`src/hw/rtl/atfa_pkg.sv`:
```
`timescale 1ns / 1ps
// ----------------------------------------------------------------------------
// atfa_pkg
// Types and constants shared by the TX16 API frame assembler.
// ----------------------------------------------------------------------------
package atfa_pkg;

  localparam int unsigned MAX_PAYLOAD = 100;
  localparam int unsigned LEN_W       = 7;

  localparam logic [7:0] SOF_BYTE    = 8'h7E;
  localparam logic [7:0] LEN_HI_BYTE = 8'h00;
  localparam logic [7:0] LEN_OFFSET  = 8'd5;
  localparam logic [7:0] API_ID_TX16 = 8'h01;
  localparam logic [7:0] OPTIONS     = 8'h00;
  localparam logic [7:0] CHK_BASE    = 8'hFF;

  typedef struct packed {
    logic [7:0]       payload_byte;
    logic [LEN_W-1:0] payload_len;
    logic [15:0]      dest_address;
  } in_item_t;

  typedef struct packed {
    logic [7:0] frame_byte;
    logic       frame_last;
  } out_item_t;

  typedef struct packed {
    logic item_vld;
    logic out_rdy;
  } emit_req_t;

  typedef struct packed {
    logic fire;
    logic done;
  } emit_rsp_t;

  typedef enum logic [9:0] {
    S_SOF      = 10'b00_0000_0001,
    S_LEN_HI   = 10'b00_0000_0010,
    S_LEN_LO   = 10'b00_0000_0100,
    S_API_ID   = 10'b00_0000_1000,
    S_FRAME_ID = 10'b00_0001_0000,
    S_DEST_HI  = 10'b00_0010_0000,
    S_DEST_LO  = 10'b00_0100_0000,
    S_OPTIONS  = 10'b00_1000_0000,
    S_DATA     = 10'b01_0000_0000,
    S_CHECKSUM = 10'b10_0000_0000
  } slot_e;

endpackage

```
`src/hw/rtl/atfa_emitter.sv`:
```
`timescale 1ns / 1ps
// ----------------------------------------------------------------------------
// atfa_emitter
// Frame state and byte sequencer: steps through header, data and checksum
// slots of the held transaction, one frame byte per cycle while not stalled.
// ----------------------------------------------------------------------------
module atfa_emitter #(
  parameter int unsigned MaxPayload = atfa_pkg::MAX_PAYLOAD
) (
  input  logic                clk_i,
  input  logic                rst_ni,
  input  atfa_pkg::in_item_t  item_i,
  input  logic [7:0]          frame_id_i,
  input  atfa_pkg::emit_req_t req_i,
  output atfa_pkg::emit_rsp_t rsp_o,
  output atfa_pkg::out_item_t res_o
);
  import atfa_pkg::*;

  localparam int unsigned CntW = $clog2(MaxPayload + 1);
  localparam int unsigned CmpW = (CntW > LEN_W) ? CntW : LEN_W;

  slot_e           slot_q, slot_d, cur_slot;
  logic            mid_q, mid_d;
  logic [CntW-1:0] pos_q, pos_d;
  logic [CntW-1:0] cnt_q, cnt_d;
  logic [7:0]      sum_q, sum_d;

  logic [CmpW-1:0] len_ext;
  logic [CntW-1:0] len_clamped;
  logic [CntW:0]   pos_inc;
  logic            data_last;
  logic [7:0]      byte_val;
  logic            summed;
  logic            done;
  slot_e           nxt_slot;
  logic            fire;

  always_comb begin
    len_ext     = CmpW'(item_i.payload_len);
    len_clamped = (len_ext > CmpW'(MaxPayload)) ? CntW'(MaxPayload) : CntW'(len_ext);
    pos_inc     = {1'b0, pos_q} + (CntW+1)'(1);
    data_last   = pos_inc >= {1'b0, cnt_q};
    cur_slot    = mid_q ? slot_q : ((pos_q == '0) ? S_SOF : S_DATA);
  end

  always_comb begin
    byte_val = '0;
    summed   = 1'b0;
    done     = 1'b0;
    nxt_slot = cur_slot;
    unique case (cur_slot)
      S_SOF: begin
        byte_val = SOF_BYTE;
        nxt_slot = S_LEN_HI;
      end
      S_LEN_HI: begin
        byte_val = LEN_HI_BYTE;
        nxt_slot = S_LEN_LO;
      end
      S_LEN_LO: begin
        byte_val = 8'(cnt_q) + LEN_OFFSET;
        nxt_slot = S_API_ID;
      end
      S_API_ID: begin
        byte_val = API_ID_TX16;
        summed   = 1'b1;
        nxt_slot = S_FRAME_ID;
      end
      S_FRAME_ID: begin
        byte_val = frame_id_i;
        summed   = 1'b1;
        nxt_slot = S_DEST_HI;
      end
      S_DEST_HI: begin
        byte_val = item_i.dest_address[15:8];
        summed   = 1'b1;
        nxt_slot = S_DEST_LO;
      end
      S_DEST_LO: begin
        byte_val = item_i.dest_address[7:0];
        summed   = 1'b1;
        nxt_slot = S_OPTIONS;
      end
      S_OPTIONS: begin
        byte_val = OPTIONS;
        summed   = 1'b1;
        nxt_slot = (cnt_q == '0) ? S_CHECKSUM : S_DATA;
      end
      S_DATA: begin
        byte_val = item_i.payload_byte;
        summed   = 1'b1;
        nxt_slot = S_CHECKSUM;
        done     = !data_last;
      end
      S_CHECKSUM: begin
        byte_val = CHK_BASE - sum_q;
        done     = 1'b1;
      end
      default: begin
        done = 1'b1;
      end
    endcase
  end

  assign fire = req_i.item_vld && req_i.out_rdy;

  always_comb begin
    slot_d = slot_q;
    mid_d  = mid_q;
    pos_d  = pos_q;
    cnt_d  = cnt_q;
    sum_d  = sum_q;
    if (fire) begin
      slot_d = nxt_slot;
      mid_d  = !done;
      if (summed) begin
        sum_d = sum_q + byte_val;
      end
      unique case (cur_slot)
        S_SOF: begin
          cnt_d = len_clamped;
          sum_d = '0;
        end
        S_DATA: begin
          pos_d = pos_inc[CntW-1:0];
        end
        S_CHECKSUM: begin
          pos_d = '0;
          sum_d = '0;
        end
        default: begin
        end
      endcase
    end
  end

  always_ff @(posedge clk_i or negedge rst_ni) begin
    if (!rst_ni) begin
      slot_q <= S_SOF;
      mid_q  <= 1'b0;
      pos_q  <= '0;
      cnt_q  <= '0;
      sum_q  <= '0;
    end else begin
      slot_q <= slot_d;
      mid_q  <= mid_d;
      pos_q  <= pos_d;
      cnt_q  <= cnt_d;
      sum_q  <= sum_d;
    end
  end

  assign rsp_o.fire       = fire;
  assign rsp_o.done       = done;
  assign res_o.frame_byte = byte_val;
  assign res_o.frame_last = (cur_slot == S_CHECKSUM);

endmodule

```
`src/hw/rtl/api_tx_frame_assembler.sv`:
```
`timescale 1ns / 1ps
// ----------------------------------------------------------------------------
// api_tx_frame_assembler
// Wraps streamed payload bytes into TX16 API frames with header and checksum.
// ----------------------------------------------------------------------------
// One input transaction is held in an input register while the sequencer
// emits its frame bytes, one per cycle unless the output stalls, into an
// output register. A new transaction is taken in the same cycle as the last
// byte of the held one, so payload streams at one byte per clock unless the
// output stalls; the first byte of a frame follows eight header bytes, the
// last byte is followed by the checksum, and a zero-length frame is the header
// and checksum alone. frame_id is sampled when the header is sent; the user is
// to write it only while the block is idle, which the block does not enforce.
module api_tx_frame_assembler #(
  parameter int unsigned MaxPayload = atfa_pkg::MAX_PAYLOAD
) (
  input  logic                clk_i,
  input  logic                rst_ni,
  input  logic                cfg_we_i,
  input  logic [7:0]          cfg_wdata_i,
  input  logic                in_valid_i,
  output logic                in_stall_o,
  input  atfa_pkg::in_item_t  in_item_i,
  output logic                out_valid_o,
  input  logic                out_stall_i,
  output atfa_pkg::out_item_t out_item_o
);
  import atfa_pkg::*;

  logic [7:0] frame_id_q;
  in_item_t   item_q;
  logic       item_vld_q;
  out_item_t  out_q;
  logic       out_vld_q;

  emit_req_t  req;
  emit_rsp_t  rsp;
  out_item_t  res;
  logic       out_rdy;
  logic       in_acc;

  assign out_rdy      = !out_vld_q || !out_stall_i;
  assign req.item_vld = item_vld_q;
  assign req.out_rdy  = out_rdy;
  assign in_stall_o   = item_vld_q && !(rsp.fire && rsp.done);
  assign in_acc       = in_valid_i && !in_stall_o;

  atfa_emitter #(
    .MaxPayload(MaxPayload)
  ) u_emitter (
    .clk_i,
    .rst_ni,
    .item_i    (item_q),
    .frame_id_i(frame_id_q),
    .req_i     (req),
    .rsp_o     (rsp),
    .res_o     (res)
  );

  always_ff @(posedge clk_i or negedge rst_ni) begin
    if (!rst_ni) begin
      frame_id_q <= '0;
      item_vld_q <= 1'b0;
      out_vld_q  <= 1'b0;
    end else begin
      if (cfg_we_i) begin
        frame_id_q <= cfg_wdata_i;
      end
      if (in_acc) begin
        item_vld_q <= 1'b1;
      end else if (rsp.fire && rsp.done) begin
        item_vld_q <= 1'b0;
      end
      if (rsp.fire) begin
        out_vld_q <= 1'b1;
      end else if (!out_stall_i) begin
        out_vld_q <= 1'b0;
      end
    end
  end

  always_ff @(posedge clk_i) begin
    if (in_acc) begin
      item_q <= in_item_i;
    end
    if (rsp.fire) begin
      out_q <= res;
    end
  end

  assign out_valid_o = out_vld_q;
  assign out_item_o  = out_q;

endmodule
```
`config.mk`:
```
export PLATFORM = sky130hd
export DESIGN_NAME = api_tx_frame_assembler
export DESIGN_NICKNAME = d
export VERILOG_FILES = /design/src/hw/rtl/atfa_pkg.sv /design/src/hw/rtl/atfa_emitter.sv /design/src/hw/rtl/api_tx_frame_assembler.sv
export SDC_FILE = /design/constraint.sdc
export NUM_CORES = 1
export LEC_CHECK = 0
export ABC_AREA = 1
export BUFFER_PORTS_ARGS = -buffer_cell sky130_fd_sc_hd__buf_4
export CORE_ASPECT_RATIO = 0.7
export CORE_UTILIZATION = 50
export CTS_BUF_LIST = sky130_fd_sc_hd__clkbuf_2
export DETAILED_ROUTE_END_ITERATION = 10
export PLACE_DENSITY = 0.73
export SETUP_SLACK_MARGIN = 0.2
export SLEW_MARGIN = 10
export SYNTH_ARGS = -nofsm -noshare
export SYNTH_HDL_FRONTEND = slang
export SYNTH_HIERARCHICAL = 1
export SYNTH_SLANG_ARGS = --single-unit
```
`constraint.sdc`:
```
create_clock -name clk_i -period 3.8 [get_ports clk_i]
set_input_delay 0.76 -clock clk_i [delete_from_list [all_inputs] [get_ports clk_i]]
set_output_delay 0.76 -clock clk_i [all_outputs]
set_load 0.01 [all_outputs]
```
# After elaboration in Yosys (flattened, before gate mapping)
# Index checks and enable logic that the tools add are counted.
word_totals:
  register_bits: 83
  latchBits: 0
  mem_bits_rw: 0
  rom_bits: 0
  mem_count: 0
op_classes:
  addsub: 4
  n_mul: 0
  n_div: 0
  order_cmp: 2
  eq_ne: 11
  shifts: 0
  muxes: 15
  bitwise_logic: 0
  n_reduce_logical: 22
op_table:
  columns: ["cell", "count"]
  rows:
  - ["$pmux W10 S9", 1]
  - ["$pmux W8 S8", 1]
  - ["$mux W10", 2]
  - ["$mux W8", 2]
  - ["$logic_not A7 Y1", 2]
  - ["$pmux W7 S2", 1]
  - ["$eq A10 B1 Y1 const B", 1]
  - ["$eq A10 B10 Y1 const B", 1]
  - ["$eq A10 B2 Y1 const B", 1]
  - ["$eq A10 B3 Y1 const B", 1]
  - ["$eq A10 B4 Y1 const B", 1]
  - ["$eq A10 B5 Y1 const B", 1]
  - ["$eq A10 B6 Y1 const B", 1]
  - ["$eq A10 B7 Y1 const B", 1]
  - ["$eq A10 B8 Y1 const B", 1]
  - ["$eq A10 B9 Y1 const B", 1]
  - ["$mux W9", 1]
  - ["$add A7 B1 Y8 const B", 1]
  - ["$add A7 B3 Y8 const B", 1]
  - ["$add A8 B8 Y8", 1]
  - ["$ge A8 B7 Y1", 1]
  - ["$reduce_or A8 Y1", 1]
  - ["$sub A8 B8 Y8 const A", 1]
  - ["$gt A7 B7 Y1 const B", 1]
  - ["other kinds (11)", 27]

# Longest topological paths before layout
depth:
  ltp_word: 12
  ltp_mapped: 25
  depth_no_buf: 25

# Modules after synthesis
# Netlist, hierarchy kept.
modules_own_cells:
  columns: ["mod", "n_inst", "cells_each", "area_per_inst_um2", "seq_area_each_um2"]
  rows:
  - ["atfa_emitter", 1, 422, 2945.3, 827.0]
  - ["api_tx_frame_assembler", 1, 84, 1597.8, 1451.4]

# Worst setup path before layout
# OpenSTA, ideal clock, no wires.
synth_timing:
  path_type: "register to register"
  startpoint: "reg u_emitter.pos_q[0]"
  endpoint: "reg item_q[0] (netlist bit), enable pin"
  setup_time_ps: 429
  arrival_ps: 3400
  path_slack_ps: -30
  path_stages_with_launch: 16
  synth_period_minus_slack_ps: 3830
  path_cell_list: "dfrtp_1 > ha_1 > nand3_1 > nor2_1 > nand2_1 > xor2_1 > inv_1 > ha_1 > nand2_1 > o21ai_0 > nor2_1 > nand3_1 > nand2_1 > buf_4 > nand2_1 > a21oi_1"
synth_via:
  elab_chain_cells: 11
  word_cells_on_any_way: 22
  cone_classes: "1 x add/sub; 1 x order compare; 9 x eq/ne; 3 x mux; 8 x reduce/logical"
synth_lines:
  columns: ["element", "line_no", "rtl"]
  rows:
  - ["start: declaration", "atfa_emitter.sv:25", "logic [CntW-1:0] pos_q, pos_d;"]
  - ["start signal: assignment", "atfa_emitter.sv:148", "pos_q <= pos_d;"]
  - ["branches (longest 5 deep; another with $add A7 B1 Y8)", null, null]
  - ["$pmux W1 S2 (*)", "atfa_emitter.sv:52", "unique case (cur_slot)"]
  - ["named net u_emitter.done", "atfa_emitter.sv:35", "logic done;"]
  - ["$logic_and A1 B1 Y1 (*)", "api_tx_frame_assembler.sv:45", "assign in_stall_o = item_vld_q && !(rsp.fire && rsp.done);"]
  - ["$logic_not A1 Y1 (*)", "api_tx_frame_assembler.sv:45", null]
  - ["$logic_and A1 B1 Y1 (*)", "api_tx_frame_assembler.sv:45", null]
  - ["$logic_not A1 Y1 (*)", "api_tx_frame_assembler.sv:46", "assign in_acc = in_valid_i && !in_stall_o;"]
  - ["$logic_and A1 B1 Y1 (*)", "api_tx_frame_assembler.sv:46", null]
  - ["named net in_acc", "api_tx_frame_assembler.sv:40", "logic in_acc;"]
  - ["end signal: assignment", "api_tx_frame_assembler.sv:84", "item_q <= in_item_i;"]
  - ["end: declaration", "api_tx_frame_assembler.sv:31", "in_item_t item_q;"]
# Mark *: on every way through the listed nets, which the timed path passes.
# A chain may end at the register's enable or synchronous reset.

==> results.md <==
* First-pass GRT wire length at 17400 µm
* RSZ-0062 raised after global routing: true
* Top_reg_cell synth: dfrtp_1
* Seq cells post-synth at 83
* DRC Markers at 0
* TritonCTS clock tree: done
* Hpwl dp at 8010 µm
* Clock transition at path regs at 0.26 ns
* Power Density at 938 nW/µm²
* Final ANT Viol Nets at 0
* Setup TNS at 0 ns
* Run status: finished, final reports clean
* Vias/cell at 5.37
* Final WL at 10900 µm
* Drt pass-1 iters at 5
* Die Footprint at 9480 µm²
* Worst min path class: primary input to async pin
* Avg WL per Cell at 15.6 µm
* Vias in the first global route at 3573
* Synth top area cells: edfxtp_1 (26%), dfrtp_1 (23%), nand2_1 (9.3%), inv_1 (5.1%), ha_1 (5.0%)
* Die Y at 81.8 µm
* Initial antenna violation count at 0
* Lkg Pwr at 2.60 nW
* Clock power frac at 9.6%
* Fin nets at 641
* Largest net degree at the start of global routing at 44
* Clk_lat worst skew at 0.58 ns
* Crit path launch type: flip-flop
* Syn_area_per_cell at 8.98 µm²
* Cell Rows at 28
* Fin. Hold Viols at 0
* Fin crit period at 3.56 ns
* Number of diodes at 0
* CTS Root Cell: clkbuf_2
* Reg2reg setup slack at 0.41 ns
* Overflow after GRT at 0
* 1st-iter DRT viols at 276
* Clock skew at 0.0370 ns
* Hold buffer count at cts at 0
* Htree depth at 3
* Yosys warnings at 6
* FF-to-FF Start: u_emitter/pos_q[0]
* Initial core utilization at 52.7%
* Worst endpoint required time at 3.04 ns
* Setup CP Type: flip-flop to primary output
* Sequential share of the synthesized area at 50.2%
* Share of Yosys cell area claimed by the top area cell type at 26.4%
* Synth area leader: edfxtp_1
* Die X at 116 µm
* R2R depth at 24
* Synth cell types at 43
* GPL Wtd Cong at 0.931
* Final setup viols at 0
* Total CTS buffers at 9
* Number of port buffers at 54
* Placed insts at 673
* I/O pin total at 55
* Worst-path fanout max at 4
* # clock sinks at 83
* Count of pins over their slew limit at 0
* Final period utilization at 93.8%
* Mapped Nets at 569
* Max VDD drop at 0.403 mV
* Sw Ratio at 48.2%
* Post-route insts no fill at 703
* MaxCap Viol Count at 0
* Reg2reg end: u_emitter/sum_q[7]
* CTS Buffer Depth at 2
* CORE AREA at 8620 µm²
* Layout cells sized above 1 at 25.6%
* Worst-margin pin slew at 0.638 ns
* Layout overhead on the synthesized area at 18.7%
* Rel. slew slack at 57.4%
* Peak Freq at 0.281 GHz
* Psw at 2.44 mW
* Via Count at 3777
* Flop pwr share at 31.7%
* Async S/R FF share, synth at 51.8%
* Pint at 2.62 mW
* Total GRT Usage at 24.9%
* Synth Cell Area at 4540 µm²
* Combinational power share at 58.8%
* CP endpoint kind: primary output
* Post-Syn Instances at 506
* Crit path arrival time at 2.80 ns
* Post-synth EDFFs at 40
==> routing by layer <==
metal,wire length (µm),track usage (%)
met1,5360,36.5
met2,4590,36.2
met3,808,6.20
met4,191,7.95
met5,0,0
==> worst max-delay path by stage <==
stage                            start            endpoint  slack, ns  depth (start not counted)
global placement       u_emitter/mid_q  u_emitter/sum_q[6]       0.38                         20
detailed placement     u_emitter/mid_q  u_emitter/sum_q[6]       0.28                         20
floorplan           u_emitter/pos_q[0]           item_q[0]       0.59                         15
CTS                 u_emitter/pos_q[0]          in_stall_o       0.16                         16
finish              u_emitter/pos_q[0]          in_stall_o       0.24                         16
global route        u_emitter/pos_q[0]          in_stall_o       0.02                         16
==> cell families after synthesis <==
logic type / Yosys count / synth area share [%]
fa+ha+maj: 19 / 5.40
compound gates: 71 / 8.35
flops: 83 / 50.2
simple gates: 244 / 26.8
buf+inv: 78 / 7.16
xor+xnor: 11 / 2.12
==> synthesized netlist by cell type (all sizes together), types with 2 or more instances <==
| cell | n |
|---|---|
| o22ai | 2 |
| clkbuf | 2 |
| inv | 67 |
| ha | 18 |
| nand2 | 132 |
| a31oi | 2 |
| nor2 | 41 |
| nand4 | 20 |
| o21ai | 43 |
| buf | 8 |
| nor3 | 6 |
| edfxtp | 40 |
| nand3 | 41 |
| xor2 | 10 |
| dfrtp | 42 |
| nand3b | 2 |
| a21oi | 19 |
==> per-stage QoR <==
| step | total power, mW | hold slack (ns) | util (%) | area (µm²) | setup slack, ns |
|---|---|---|---|---|---|
| CTS | 4.79 | 0.125 | 61.0 | 5260 | 0.155 |
| floorplan | 3.50 | 0.448 | - | 4550 | 0.589 |
| global route | 5.46 | 0.148 | 62.6 | 5390 | 0.0195 |
| global placement | 4.11 | 0.461 | 58.8 | 5060 | 0.381 |
| finish | 5.06 | 0.145 | 62.6 | 5390 | 0.236 |
| detailed placement | 4.20 | 0.469 | 58.8 | 5060 | 0.279 |
==> power groups by stage <==
stage,clock network [mW],logic (mW),registers (mW)
global placement,0,2.51,1.60
CTS,0.495,2.70,1.59
finish,0.484,2.97,1.60
global route,0.528,3.30,1.63
detailed placement,0,2.59,1.61
floorplan,0,1.95,1.56
==> repair_timing <==
item                       in CTS  in global routing
setup endpoints to repair       1                  4
gates resized for setup         9                 19
setup buffers                   6                  8
pin swaps                       8                 17
==> worst max-delay path, stage by stage, from the launching register on <==
cell     delay, ns
dfrtp_1       0.44
ha_2          0.21
nand3_2       0.08
nor2_1        0.10
nand2_1       0.07
xor2_1        0.17
inv_1         0.06
ha_1          0.28
nand2_2       0.11
o21ai_2       0.07
nor2_2        0.15
nand3_2       0.11
nand2_2       0.12
nand2_4       0.07
nand2_4       0.06
inv_2         0.03
buf_6         0.11
==> cell usage in the layout, fill, tap and decap left out, types with 4 or more instances in the layout <==
master and instances:
buf_4 70, dfrtp_1 41, ha_1 14, o21ai_0 33, nand2_1 108, nor2_2 5, o21ai_1 9, clkbuf_2 9
a21oi_1 15, nor2_4 4, nand3_1 34, inv_1 61, inv_2 5, nand4_1 20, nand3_2 5, nor2_1 31
nand2_2 17, nand2_4 7, edfxtp_1 40, xor2_1 10
==> cell type report <==
type | instances | area (µm²)
clock buffer | 9 | 45.0
clock inverter | 7 | 76.3
fill | 769 | 3220
inverter | 68 | 264
multi-input combinational | 345 | 2040
sequential | 83 | 2280
tap | 120 | 150
timing repair buffer | 71 | 537
==> flip-flops by register name, summed over array words and instances (netlist names) <==
name              count
item_q               31
u_emitter/slot_q     10
out_item_o            9
u_emitter/sum_q       8
item_vld_q            1
u_emitter/mid_q       1
u_emitter/pos_q       7
u_emitter/cnt_q       7
out_valid_o           1
frame_id_q            8
(Power assumes the default switching activity.)
